[src/hdl/tsg_pkg.sv]
// ----------------------------------------------------------------------------
// Triangle span generator package
// Field layouts, register indexes and codes shared by the block and checker.
// ----------------------------------------------------------------------------
`timescale 1ns / 1ps

package tsg_pkg;

	localparam int DIM_W      = 14;
	localparam int POS_W      = 13;
	localparam int COLOR_W    = 32;
	localparam int IN_COORD_W = 16;
	localparam int CFG_IDX_W  = 2;

	localparam logic [DIM_W-1:0] DIM_MAX      = 14'd8192;
	localparam logic [DIM_W-1:0] WIDTH_RESET  = 14'd1024;
	localparam logic [DIM_W-1:0] HEIGHT_RESET = 14'd768;

	localparam logic [CFG_IDX_W-1:0] REG_FRAME_WIDTH  = 2'd0;
	localparam logic [CFG_IDX_W-1:0] REG_FRAME_HEIGHT = 2'd1;

	localparam logic ACT_LOAD = 1'b0;
	localparam logic ACT_TICK = 1'b1;

	localparam logic KIND_SPAN   = 1'b0;
	localparam logic KIND_UPDATE = 1'b1;

	// Input request payload, first member is the top bits.
	typedef struct packed {
		logic [COLOR_W-1:0]    ccolor;
		logic [IN_COORD_W-1:0] cy;
		logic [IN_COORD_W-1:0] cx;
		logic [COLOR_W-1:0]    bcolor;
		logic [IN_COORD_W-1:0] by;
		logic [IN_COORD_W-1:0] bx;
		logic [COLOR_W-1:0]    acolor;
		logic [IN_COORD_W-1:0] ay;
		logic [IN_COORD_W-1:0] ax;
	} in_data_t;

	// Result payload, padded to whole bytes.
	typedef struct packed {
		logic [1:0]         pad;
		logic [DIM_W-1:0]   rect_h;
		logic [DIM_W-1:0]   rect_w;
		logic [POS_W-1:0]   rect_y;
		logic [POS_W-1:0]   rect_x;
		logic [COLOR_W-1:0] fill_color;
	} out_data_t;

	localparam int IN_DATA_W  = $bits(in_data_t);
	localparam int OUT_DATA_W = $bits(out_data_t);

	// Frame dimension as used: zero acts as one, anything above the maximum as the maximum.
	function automatic logic [DIM_W-1:0] eff_dim(input logic [DIM_W-1:0] r);
		logic [DIM_W-1:0] d;
		if (r == '0) begin
			d = DIM_W'(1);
		end else if (r > DIM_MAX) begin
			d = DIM_MAX;
		end else begin
			d = r;
		end
		return d;
	endfunction

endpackage

[src/hdl/triangle_scanline_span_generator_top.sv]
// ----------------------------------------------------------------------------
// Triangle scanline span generator
// A load request finishes in its accept cycle. A tick that yields a span holds
// s_axis_tready low while the left and right edge divisions run one after the other in
// the shared divider, and the span becomes valid as ready returns. A flat edge skips its
// division, a line off the frame sideways skips the emit state and an update tick goes
// straight to the emit state; a stalled output register stretches the wait. Reset clears
// all state; frame registers come up at 1024 x 768.
// ----------------------------------------------------------------------------
`timescale 1ns / 1ps

module triangle_scanline_span_generator_top #(
	parameter int MAX_SPANS  = 768,
	parameter int COORD_BITS = 16
) (
	input  logic                           clk,
	input  logic                           arst_n,
	// Input requests
	input  logic                           s_axis_tvalid,
	output logic                           s_axis_tready,
	// ax, ay, acolor, bx, by, bcolor, cx, cy, ccolor (lowest bit up)
	input  logic [tsg_pkg::IN_DATA_W-1:0]  s_axis_tdata,
	// action
	input  logic                           s_axis_tuser,
	// Result requests
	output logic                           m_axis_tvalid,
	input  logic                           m_axis_tready,
	// fill_color, rect_x, rect_y, rect_w, rect_h, two zero pad bits (lowest bit up)
	output logic [tsg_pkg::OUT_DATA_W-1:0] m_axis_tdata,
	// kind
	output logic                           m_axis_tuser,
	output logic                           m_axis_tlast,
	// Configuration writes
	input  logic                           cfg_valid,
	output logic                           cfg_ready,
	input  logic [tsg_pkg::CFG_IDX_W-1:0]  cfg_index,
	input  logic [tsg_pkg::DIM_W-1:0]      cfg_data
);

	// Coordinate width, the widths of edge arithmetic and of the compare domain.
	localparam int CB   = COORD_BITS;
	localparam int XW   = CB + 2;
	localparam int KW   = CB + 4;
	localparam int QW   = CB + 1;
	localparam int PW   = 2 * CB + 1;
	localparam int CNTW = $clog2(QW);
	localparam int SCW  = $clog2(MAX_SPANS + 1);

	localparam logic [CNTW-1:0] DIV_LAST = CNTW'(QW - 1);

	localparam logic EDGE_LEFT  = 1'b0;
	localparam logic EDGE_RIGHT = 1'b1;

	typedef logic signed [CB-1:0] coord_t;
	typedef logic signed [XW-1:0] xpos_t;
	typedef logic signed [KW-1:0] wide_t;

	typedef enum logic [2:0] {
		ST_IDLE,
		ST_MUL,
		ST_DIV,
		ST_ADD,
		ST_FIN,
		ST_EMIT
	} state_t;

	state_t state_q;

	// Frame registers.
	logic [tsg_pkg::DIM_W-1:0] width_q;
	logic [tsg_pkg::DIM_W-1:0] height_q;

	// Triangle held between ticks: sorted vertices, top color, line range and box.
	coord_t                      x0_q, x1_q, x2_q;
	coord_t                      y0_q, y1_q, y2_q;
	logic [tsg_pkg::COLOR_W-1:0] color_q;
	logic [tsg_pkg::DIM_W-1:0]   line_q;
	logic [tsg_pkg::POS_W-1:0]   first_q;
	logic [tsg_pkg::POS_W-1:0]   final_q;
	logic [SCW-1:0]              cnt_q;
	xpos_t                       bmin_q;
	xpos_t                       bmax_q;
	logic                        scan_q;

	// Working registers of the shared multiply and divide unit.
	logic [tsg_pkg::POS_W-1:0] ywork_q;
	logic                      edge_q;
	coord_t                    xa_q;
	logic [CB-1:0]             den_q;
	logic                      neg_q;
	logic [CB-1:0]             rem_q;
	logic [QW-1:0]             quo_q;
	logic [CNTW-1:0]           div_cnt_q;
	xpos_t                     lx_q;
	xpos_t                     rx_q;

	// Result waiting for the output register, and the output register.
	tsg_pkg::out_data_t pend_q;
	logic               pend_kind_q;
	logic               pend_last_q;
	tsg_pkg::out_data_t od_q;
	logic               okind_q;
	logic               olast_q;
	logic               out_valid_q;

	tsg_pkg::in_data_t in_d;

	assign in_d          = s_axis_tdata;
	assign s_axis_tready = (state_q == ST_IDLE);
	assign cfg_ready     = 1'b1;
	assign m_axis_tvalid = out_valid_q;
	assign m_axis_tdata  = od_q;
	assign m_axis_tuser  = okind_q;
	assign m_axis_tlast  = olast_q;

	// ------------------------------------------------------------------
	// Load: sort the three vertices by y with three compare-and-swap steps.
	// Each swap happens only when the upper y is strictly greater, but equal
	// y values may still change order. The line range is clipped to the frame.
	// ------------------------------------------------------------------
	coord_t                      ld_x [3];
	coord_t                      ld_y [3];
	logic [tsg_pkg::COLOR_W-1:0] ld_c [3];
	logic                        ld_discard;
	logic [tsg_pkg::POS_W-1:0]   ld_first;
	logic [tsg_pkg::POS_W-1:0]   ld_final;
	logic [tsg_pkg::DIM_W-1:0]   hgt;

	always_comb begin
		coord_t                      tx;
		coord_t                      ty;
		logic [tsg_pkg::COLOR_W-1:0] tc;
		wide_t                       y0k;
		wide_t                       y2k;
		wide_t                       hk;

		tx  = '0;
		ty  = '0;
		tc  = '0;
		hgt = tsg_pkg::eff_dim(height_q);

		// Coordinates are the low COORD_BITS of the field, sign-extended.
		ld_x[0] = coord_t'(CB'(in_d.ax));
		ld_y[0] = coord_t'(CB'(in_d.ay));
		ld_c[0] = in_d.acolor;
		ld_x[1] = coord_t'(CB'(in_d.bx));
		ld_y[1] = coord_t'(CB'(in_d.by));
		ld_c[1] = in_d.bcolor;
		ld_x[2] = coord_t'(CB'(in_d.cx));
		ld_y[2] = coord_t'(CB'(in_d.cy));
		ld_c[2] = in_d.ccolor;

		if (ld_y[0] > ld_y[1]) begin
			tx = ld_x[0]; ld_x[0] = ld_x[1]; ld_x[1] = tx;
			ty = ld_y[0]; ld_y[0] = ld_y[1]; ld_y[1] = ty;
			tc = ld_c[0]; ld_c[0] = ld_c[1]; ld_c[1] = tc;
		end
		if (ld_y[0] > ld_y[2]) begin
			tx = ld_x[0]; ld_x[0] = ld_x[2]; ld_x[2] = tx;
			ty = ld_y[0]; ld_y[0] = ld_y[2]; ld_y[2] = ty;
			tc = ld_c[0]; ld_c[0] = ld_c[2]; ld_c[2] = tc;
		end
		if (ld_y[1] > ld_y[2]) begin
			tx = ld_x[1]; ld_x[1] = ld_x[2]; ld_x[2] = tx;
			ty = ld_y[1]; ld_y[1] = ld_y[2]; ld_y[2] = ty;
			tc = ld_c[1]; ld_c[1] = ld_c[2]; ld_c[2] = tc;
		end

		y0k = wide_t'(ld_y[0]);
		y2k = wide_t'(ld_y[2]);
		hk  = wide_t'(hgt);

		// Entirely above the frame or entirely below it.
		ld_discard = (y2k < 0) || (y0k >= hk);
		ld_first   = (y0k < 0) ? '0 : y0k[tsg_pkg::POS_W-1:0];
		ld_final   = (y2k >= hk) ? tsg_pkg::POS_W'(hgt - tsg_pkg::DIM_W'(1))
		                         : y2k[tsg_pkg::POS_W-1:0];
	end

	// ------------------------------------------------------------------
	// Tick: decide whether the walk is over and build the update rectangle.
	// The box is clamped into the frame, so its width is at least one.
	// ------------------------------------------------------------------
	logic [tsg_pkg::DIM_W-1:0] wid;
	wide_t                     wid_k;
	wide_t                     widm1_k;
	logic                      tk_done;
	logic [tsg_pkg::POS_W-1:0] up_x;
	logic [tsg_pkg::DIM_W-1:0] up_w;
	logic [tsg_pkg::DIM_W-1:0] up_h;

	always_comb begin
		wide_t um_lo;
		wide_t um_hi;

		wid     = tsg_pkg::eff_dim(width_q);
		wid_k   = wide_t'(wid);
		widm1_k = wid_k - wide_t'(1);

		tk_done = (line_q > tsg_pkg::DIM_W'(final_q)) || (cnt_q >= SCW'(MAX_SPANS));

		um_lo = wide_t'(bmin_q);
		if (um_lo < 0) begin
			um_lo = '0;
		end
		if (um_lo > widm1_k) begin
			um_lo = widm1_k;
		end
		um_hi = wide_t'(bmax_q);
		if (um_hi < 0) begin
			um_hi = '0;
		end
		if (um_hi > widm1_k) begin
			um_hi = widm1_k;
		end
		if (um_hi < um_lo) begin
			um_hi = um_lo;
		end

		up_x = um_lo[tsg_pkg::POS_W-1:0];
		up_w = tsg_pkg::DIM_W'(um_hi - um_lo + wide_t'(1));
		up_h = tsg_pkg::DIM_W'(final_q) - tsg_pkg::DIM_W'(first_q) + tsg_pkg::DIM_W'(1);
	end

	// ------------------------------------------------------------------
	// Edge setup. The left edge runs from the top vertex to the middle one
	// above the middle y and from the middle to the bottom vertex below it;
	// the right edge runs from top to bottom. The interpolation
	// xa + dx*(y-ya)/(yb-ya) truncates toward zero. Since the divisor is
	// positive and y-ya is not negative, the sign comes from dx alone, and
	// the magnitudes go through the unsigned divider. The quotient never
	// exceeds |dx|, so COORD_BITS+1 quotient bits are enough.
	// ------------------------------------------------------------------
	wide_t             mu_yk;
	logic              mu_below;
	coord_t            mu_xa;
	coord_t            mu_ya;
	coord_t            mu_xb;
	coord_t            mu_yb;
	logic signed [CB:0] mu_dx;
	logic [QW-1:0]     mu_mag;
	wide_t             mu_dy_k;
	wide_t             mu_dyy_k;
	logic [CB-1:0]     mu_dy;
	logic [CB-1:0]     mu_dyy;
	logic [PW-1:0]     mu_prod;

	always_comb begin
		mu_yk    = wide_t'(ywork_q);
		mu_below = mu_yk < wide_t'(y1_q);

		if (edge_q == EDGE_RIGHT) begin
			mu_xa = x0_q; mu_ya = y0_q; mu_xb = x2_q; mu_yb = y2_q;
		end else if (mu_below) begin
			mu_xa = x0_q; mu_ya = y0_q; mu_xb = x1_q; mu_yb = y1_q;
		end else begin
			mu_xa = x1_q; mu_ya = y1_q; mu_xb = x2_q; mu_yb = y2_q;
		end

		mu_dx    = (CB+1)'(mu_xb) - (CB+1)'(mu_xa);
		mu_mag   = mu_dx[CB] ? QW'(-mu_dx) : QW'(mu_dx);
		mu_dy_k  = wide_t'(mu_yb) - wide_t'(mu_ya);
		mu_dyy_k = mu_yk - wide_t'(mu_ya);
		mu_dy    = mu_dy_k[CB-1:0];
		mu_dyy   = mu_dyy_k[CB-1:0];
		mu_prod  = PW'(mu_mag) * PW'(mu_dyy);
	end

	// One restoring division step: the next dividend bit shifts into the
	// partial remainder and the quotient bit shifts into the low register.
	logic [CB:0] dv_t;
	logic [CB:0] dv_diff;
	logic        dv_ge;

	always_comb begin
		dv_t    = {rem_q, quo_q[QW-1]};
		dv_ge   = dv_t >= {1'b0, den_q};
		dv_diff = dv_t - {1'b0, den_q};
	end

	// Edge x from the start vertex and the signed quotient.
	xpos_t ad_q;
	xpos_t ad_x;

	always_comb begin
		ad_q = xpos_t'({1'b0, quo_q});
		ad_x = xpos_t'(xa_q) + (neg_q ? -ad_q : ad_q);
	end

	// ------------------------------------------------------------------
	// Line finish: order the left and right edges, drop lines off the frame
	// sideways, clip the rest to the frame width and grow the bounding box.
	// ------------------------------------------------------------------
	wide_t                     fn_lo;
	wide_t                     fn_hi;
	logic                      fn_vis;
	xpos_t                     fn_lo_x;
	xpos_t                     fn_hi_x;
	logic [tsg_pkg::DIM_W-1:0] fn_w;

	always_comb begin
		if (lx_q > rx_q) begin
			fn_lo = wide_t'(rx_q);
			fn_hi = wide_t'(lx_q);
		end else begin
			fn_lo = wide_t'(lx_q);
			fn_hi = wide_t'(rx_q);
		end
		fn_vis = !((fn_hi < 0) || (fn_lo >= wid_k));
		if (fn_lo < 0) begin
			fn_lo = '0;
		end
		if (fn_hi >= wid_k) begin
			fn_hi = widm1_k;
		end
		fn_lo_x = xpos_t'(fn_lo);
		fn_hi_x = xpos_t'(fn_hi);
		fn_w    = tsg_pkg::DIM_W'(fn_hi - fn_lo + wide_t'(1));
	end

	// ------------------------------------------------------------------
	// Sequencer, triangle state and output register.
	// A load finishes in its accept cycle. A tick on a walk that is over
	// goes straight to the emit state with the update rectangle. A tick on
	// a walk in progress runs the left edge, then the right edge, through
	// the multiply and divide steps, then finishes the line. The output
	// register takes the pending result as soon as it is free, so a new
	// request is taken while an earlier result still waits downstream.
	// ------------------------------------------------------------------
	always_ff @(posedge clk or negedge arst_n) begin
		if (!arst_n) begin
			state_q     <= ST_IDLE;
			width_q     <= tsg_pkg::WIDTH_RESET;
			height_q    <= tsg_pkg::HEIGHT_RESET;
			x0_q        <= '0;
			x1_q        <= '0;
			x2_q        <= '0;
			y0_q        <= '0;
			y1_q        <= '0;
			y2_q        <= '0;
			color_q     <= '0;
			line_q      <= '0;
			first_q     <= '0;
			final_q     <= '0;
			cnt_q       <= '0;
			bmin_q      <= '0;
			bmax_q      <= '0;
			scan_q      <= 1'b0;
			ywork_q     <= '0;
			edge_q      <= EDGE_LEFT;
			xa_q        <= '0;
			den_q       <= '0;
			neg_q       <= 1'b0;
			rem_q       <= '0;
			quo_q       <= '0;
			div_cnt_q   <= '0;
			lx_q        <= '0;
			rx_q        <= '0;
			pend_q      <= '0;
			pend_kind_q <= tsg_pkg::KIND_SPAN;
			pend_last_q <= 1'b0;
			od_q        <= '0;
			okind_q     <= tsg_pkg::KIND_SPAN;
			olast_q     <= 1'b0;
			out_valid_q <= 1'b0;
		end else begin
			if (cfg_valid && cfg_ready) begin
				unique case (cfg_index)
					tsg_pkg::REG_FRAME_WIDTH:  width_q  <= cfg_data;
					tsg_pkg::REG_FRAME_HEIGHT: height_q <= cfg_data;
					default: ;
				endcase
			end

			// The output register loads the pending result while the sequencer
			// waits in the emit state and the register is free or being drained;
			// otherwise it only drops a result that was taken.
			if ((state_q == ST_EMIT) && (!out_valid_q || m_axis_tready)) begin
				od_q        <= pend_q;
				okind_q     <= pend_kind_q;
				olast_q     <= pend_last_q;
				out_valid_q <= 1'b1;
			end else if (out_valid_q && m_axis_tready) begin
				out_valid_q <= 1'b0;
			end

			unique case (state_q)
				ST_IDLE: begin
					if (s_axis_tvalid && s_axis_tready) begin
						if (s_axis_tuser == tsg_pkg::ACT_LOAD) begin
							if (ld_discard) begin
								scan_q <= 1'b0;
							end else begin
								x0_q    <= ld_x[0];
								x1_q    <= ld_x[1];
								x2_q    <= ld_x[2];
								y0_q    <= ld_y[0];
								y1_q    <= ld_y[1];
								y2_q    <= ld_y[2];
								color_q <= ld_c[0];
								first_q <= ld_first;
								final_q <= ld_final;
								line_q  <= tsg_pkg::DIM_W'(ld_first);
								cnt_q   <= '0;
								bmin_q  <= xpos_t'(ld_x[0]);
								bmax_q  <= xpos_t'(ld_x[0]);
								scan_q  <= 1'b1;
							end
						end else if (scan_q) begin
							if (tk_done) begin
								pend_q.pad        <= '0;
								pend_q.fill_color <= '0;
								pend_q.rect_x     <= up_x;
								pend_q.rect_y     <= first_q;
								pend_q.rect_w     <= up_w;
								pend_q.rect_h     <= up_h;
								pend_kind_q       <= tsg_pkg::KIND_UPDATE;
								pend_last_q       <= 1'b1;
								scan_q            <= 1'b0;
								state_q           <= ST_EMIT;
							end else begin
								ywork_q <= line_q[tsg_pkg::POS_W-1:0];
								line_q  <= line_q + tsg_pkg::DIM_W'(1);
								edge_q  <= EDGE_LEFT;
								state_q <= ST_MUL;
							end
						end
					end
				end

				ST_MUL: begin
					xa_q <= mu_xa;
					if (mu_dy == '0) begin
						// A flat edge gives its start x.
						neg_q   <= 1'b0;
						quo_q   <= '0;
						state_q <= ST_ADD;
					end else begin
						neg_q     <= mu_dx[CB];
						den_q     <= mu_dy;
						rem_q     <= mu_prod[PW-1:QW];
						quo_q     <= mu_prod[QW-1:0];
						div_cnt_q <= DIV_LAST;
						state_q   <= ST_DIV;
					end
				end

				ST_DIV: begin
					rem_q <= dv_ge ? dv_diff[CB-1:0] : dv_t[CB-1:0];
					quo_q <= {quo_q[QW-2:0], dv_ge};
					if (div_cnt_q == '0) begin
						state_q <= ST_ADD;
					end else begin
						div_cnt_q <= div_cnt_q - CNTW'(1);
					end
				end

				ST_ADD: begin
					if (edge_q == EDGE_LEFT) begin
						lx_q    <= ad_x;
						edge_q  <= EDGE_RIGHT;
						state_q <= ST_MUL;
					end else begin
						rx_q    <= ad_x;
						state_q <= ST_FIN;
					end
				end

				ST_FIN: begin
					if (fn_vis) begin
						if (fn_lo_x < bmin_q) begin
							bmin_q <= fn_lo_x;
						end
						if (fn_hi_x > bmax_q) begin
							bmax_q <= fn_hi_x;
						end
						cnt_q             <= cnt_q + SCW'(1);
						pend_q.pad        <= '0;
						pend_q.fill_color <= color_q;
						pend_q.rect_x     <= fn_lo[tsg_pkg::POS_W-1:0];
						pend_q.rect_y     <= ywork_q;
						pend_q.rect_w     <= fn_w;
						pend_q.rect_h     <= tsg_pkg::DIM_W'(1);
						pend_kind_q       <= tsg_pkg::KIND_SPAN;
						pend_last_q       <= 1'b0;
						state_q           <= ST_EMIT;
					end else begin
						state_q <= ST_IDLE;
					end
				end

				ST_EMIT: begin
					if (!out_valid_q || m_axis_tready) begin
						state_q <= ST_IDLE;
					end
				end

				default: state_q <= ST_IDLE;
			endcase
		end
	end

endmodule

[config.mk]
export PLATFORM = sky130hd
export DESIGN_NAME = triangle_scanline_span_generator_top
export DESIGN_NICKNAME = d
export VERILOG_FILES = /design/src/hdl/tsg_pkg.sv /design/src/hdl/triangle_scanline_span_generator_top.sv
export SDC_FILE = /design/constraint.sdc
export NUM_CORES = 2
export LEC_CHECK = 0
export BUFFER_PORTS_ARGS = -buffer_cell sky130_fd_sc_hd__buf_4
export CAP_MARGIN = 20
export CORE_MARGIN = 1
export CORE_UTILIZATION = 55
export CTS_CLUSTER_SIZE = 24
export DETAILED_ROUTE_END_ITERATION = 6
export PLACE_DENSITY = 0.73
export SLEW_MARGIN = 20
export SYNTH_ARGS = -nofsm -noshare
export SYNTH_HDL_FRONTEND = slang
export SYNTH_SLANG_ARGS = --single-unit
[constraint.sdc]
create_clock -name clk -period 12.9 [get_ports clk]
set_input_delay 2.58 -clock clk [delete_from_list [all_inputs] [get_ports clk]]
set_output_delay 2.58 -clock clk [all_outputs]
set_load 0.1 [all_outputs]
==> flow_metrics.tcl <==
set metrics [dict create \
    status "finished, final reports clean" \
    hold_path_class "reg2reg" \
    rows 107 \
    grt_start_max_net_pins 158 \
    timing.critical_path.buf_inv 5 \
    tightest_slew_ns 1.203 \
    drv_cap 0 \
    worst_path_largest_cell_delay_ns 0.64 \
    cp_max_fo 31 \
    clk_latency_ns 0.65 \
    drt_iter0_markers 3849 \
    drt-vias-per-instance 5.979 \
    dp_hpwl_um 116100 \
    worstSetupEndpointType "flip-flop" \
    synthMostInstantiatedCell "nand2_1" \
    synth_area_per_cell_um2 8.777 \
    grt_usage_pct 34.10 \
    hold_buffers 0 \
    yosysWarnings 0 \
    vias 41060 \
    numCtsBuffers 66 \
    ant_nets 0 \
    wl_um 148600 \
    rsz0062_at_grt "no" \
    synthArstFlopShare_pct 100.0 \
    clock_skew_ns 0.07321 \
    netlist.area_leader.share_pct 28.31 \
    drive_above_1_share_pct 14.03 \
    clk_path_buf_depth 3 \
    cp.arrival_ns 12.50 \
    path_clk_slew_ns 0.06 \
    synth_edf_count 0 \
    place_congestion 0.9760 \
    period_minus_slack_ns 12.02 \
    yosysSeqAreaShare_pct 28.48 \
    grt-ovfl-total 0 \
    grt_antenna_before_repair 2 \
    fillers 7425 \
    root_buffer "clkbuf_16" \
    slew_headroom_pct 19.79 \
    yosys-top-cells-area "dfrtp_1 28%, ha_1 13%, fa_1 9.1%" \
    hold_viol 0 \
    final-seq-area_um2 13570 \
    slowest_stage "xor2_1" \
    io_buffers 303 \
    dieArea_um2 87800 \
    drt_pre_antenna_iters 6 \
    yosys.area.top_type "dfrtp_1" \
    synth_commonest_cells "611 x nand2_1, 539 x dfrtp_1, 536 x inv_1" \
    cts_sinks 542 \
    multi_input_area_um2 31250 \
    grt_pass1_vias 39850 \
    syn_inst 5428 \
    fp.coreArea_um2 85410 \
    dieHeight_um 296.3 \
    worst-setup-path-type "reg2reg" \
    h-tree-depth 3 \
    syn_to_final_growth_pct 12.74 \
    setup_tns_ns 0 \
    die_x_um 296.3 \
    ys_types 92 \
    io_pins 307 \
    setup_violations 0 \
    cp_common_cell "fa_1" \
    critPathTopFamily "compound AO/OA/AOI/OAI gates" \
    max_clock_freq_mhz 83.22 \
    ys_ff_latch 542 \
    startpoint_type "flip-flop" \
    cts_tree "yes" \
    timing.final.crit_share_pct 93.15 \
    start_util_pct 55.77 \
    grt_pass1_wl_um 231000 \
    maxSlewViolCount 0 \
    syn-cell-area_um2 47640 \
    fin_nets 6594 \
    remaining_drc_errors 0 \
    synth_ff_type "dfrtp_1" \
    wl_per_cell_um 21.65 \
    required_ns 13.39 \
]
## repair_timing
| action | 4_1_cts | 5_1_grt |
|---|---|---|
| endpoints found under the hold margin | 0 | 0 |
| resized for setup | 0 | 1 |
| setup endpoints to repair | 0 | 2 |
| buffers inserted | 0 | 0 |
## worst paths after layout
check | startpoint | endpoint | slack (ns) | cells after the start
setup / recovery | ywork_q[9] | rem_q[13] | 0.88 | 41
hold / removal | color_q[22] | pend_q[22] | 0.47 | 1
setup reg to reg | ywork_q[9] | rem_q[13] | 0.88 | 41
hold reg to reg | color_q[22] | pend_q[22] | 0.47 | 1
max in group asynchronous | arst_n | rem_q[9] | 8.70 | 3
min in group asynchronous | arst_n | x2_q[12] | 1.99 | 1
## cells by family after synthesis
family / after synthesis / share of synthesized area (%)
buffers and inverters: 769 / 6.306
DFF: 542 / 28.48
other: 2 / 0.01576
xor gates and xnor gates: 177 / 3.254
muxes: 383 / 8.620
and+or+nand+nor: 1643 / 15.59
adders and majority gates: 711 / 22.08
AOI/OAI and AO/OA: 1201 / 15.66
## registers in the layout, summed over array words and instances (netlist names), 17 cells and up
signal        cells
bmin_q           18
lx_q             18
quo_q            17
color_q          32
rx_q             18
bmax_q           18
m_axis_tdata     86
pend_q           86
## stage by stage
step / instance area (um^2) / cells / setup slack [ns] / hold WS, ns / util (%)
after floorplan: 47650 / 5431 / 2.141 / 0.4376 / -
after global placement: 51290 / 6744 / 1.086 / 0.4608 / 60.04
after detailed placement: 51300 / 6744 / 1.025 / 0.4615 / 60.06
after CTS: 53650 / 6865 / 0.8848 / 0.4724 / 62.82
after global routing: 53710 / 6866 / 0.1355 / 0.4960 / 62.88
final: 53710 / 6867 / 0.8835 / 0.4723 / 62.88
## final cells by class
type | instances | share of cell area [%]
clock buffer | 88 | 3.452
antenna | 1 | 0.004659
tap | 1144 | 2.665
timing repair buffer | 403 | 5.761
multi-input combinational | 4120 | 58.18
sequential | 542 | 25.26
clock inverter | 33 | 0.9365
inverter | 536 | 3.746
## worst reg2reg max path, delay by kind of cell, from the launching register on
kind	cells	cell delay [ns]
compound gates	19	4.69
xor+xnor	2	0.73
fa+ha+maj	9	4.12
buf+inv	5	0.68
flops	1	0.49
mux	1	0.41
simple gates	5	0.74
## cell usage in the layout, fill, tap and decap left out, types with 69 or more instances in the layout
cell,n
nand2b_1,88
nand2_1,611
nor2_1,498
xnor2_1,103
nor3_1,94
fa_1,216
buf_4,397
inv_1,536
o21ai_0,394
ha_1,495
a21o_1,69
dfrtp_1,539
a21oi_1,304
xor2_1,72
mux2_2,210
mux2i_1,171
## routing by layer
metal	GRT usage, %	vias to the layer above	part of all wire, %
met5	0	-	0
met4	13.06	0	4.0
met3	6.844	297	9.4
met2	51.70	1746	44
li1	-	19170	-
met1	47.96	19840	43
Power is left out: the tool's default activity adds up to more than one toggle a clock period on the data nets, which glitch-free logic cannot reach.
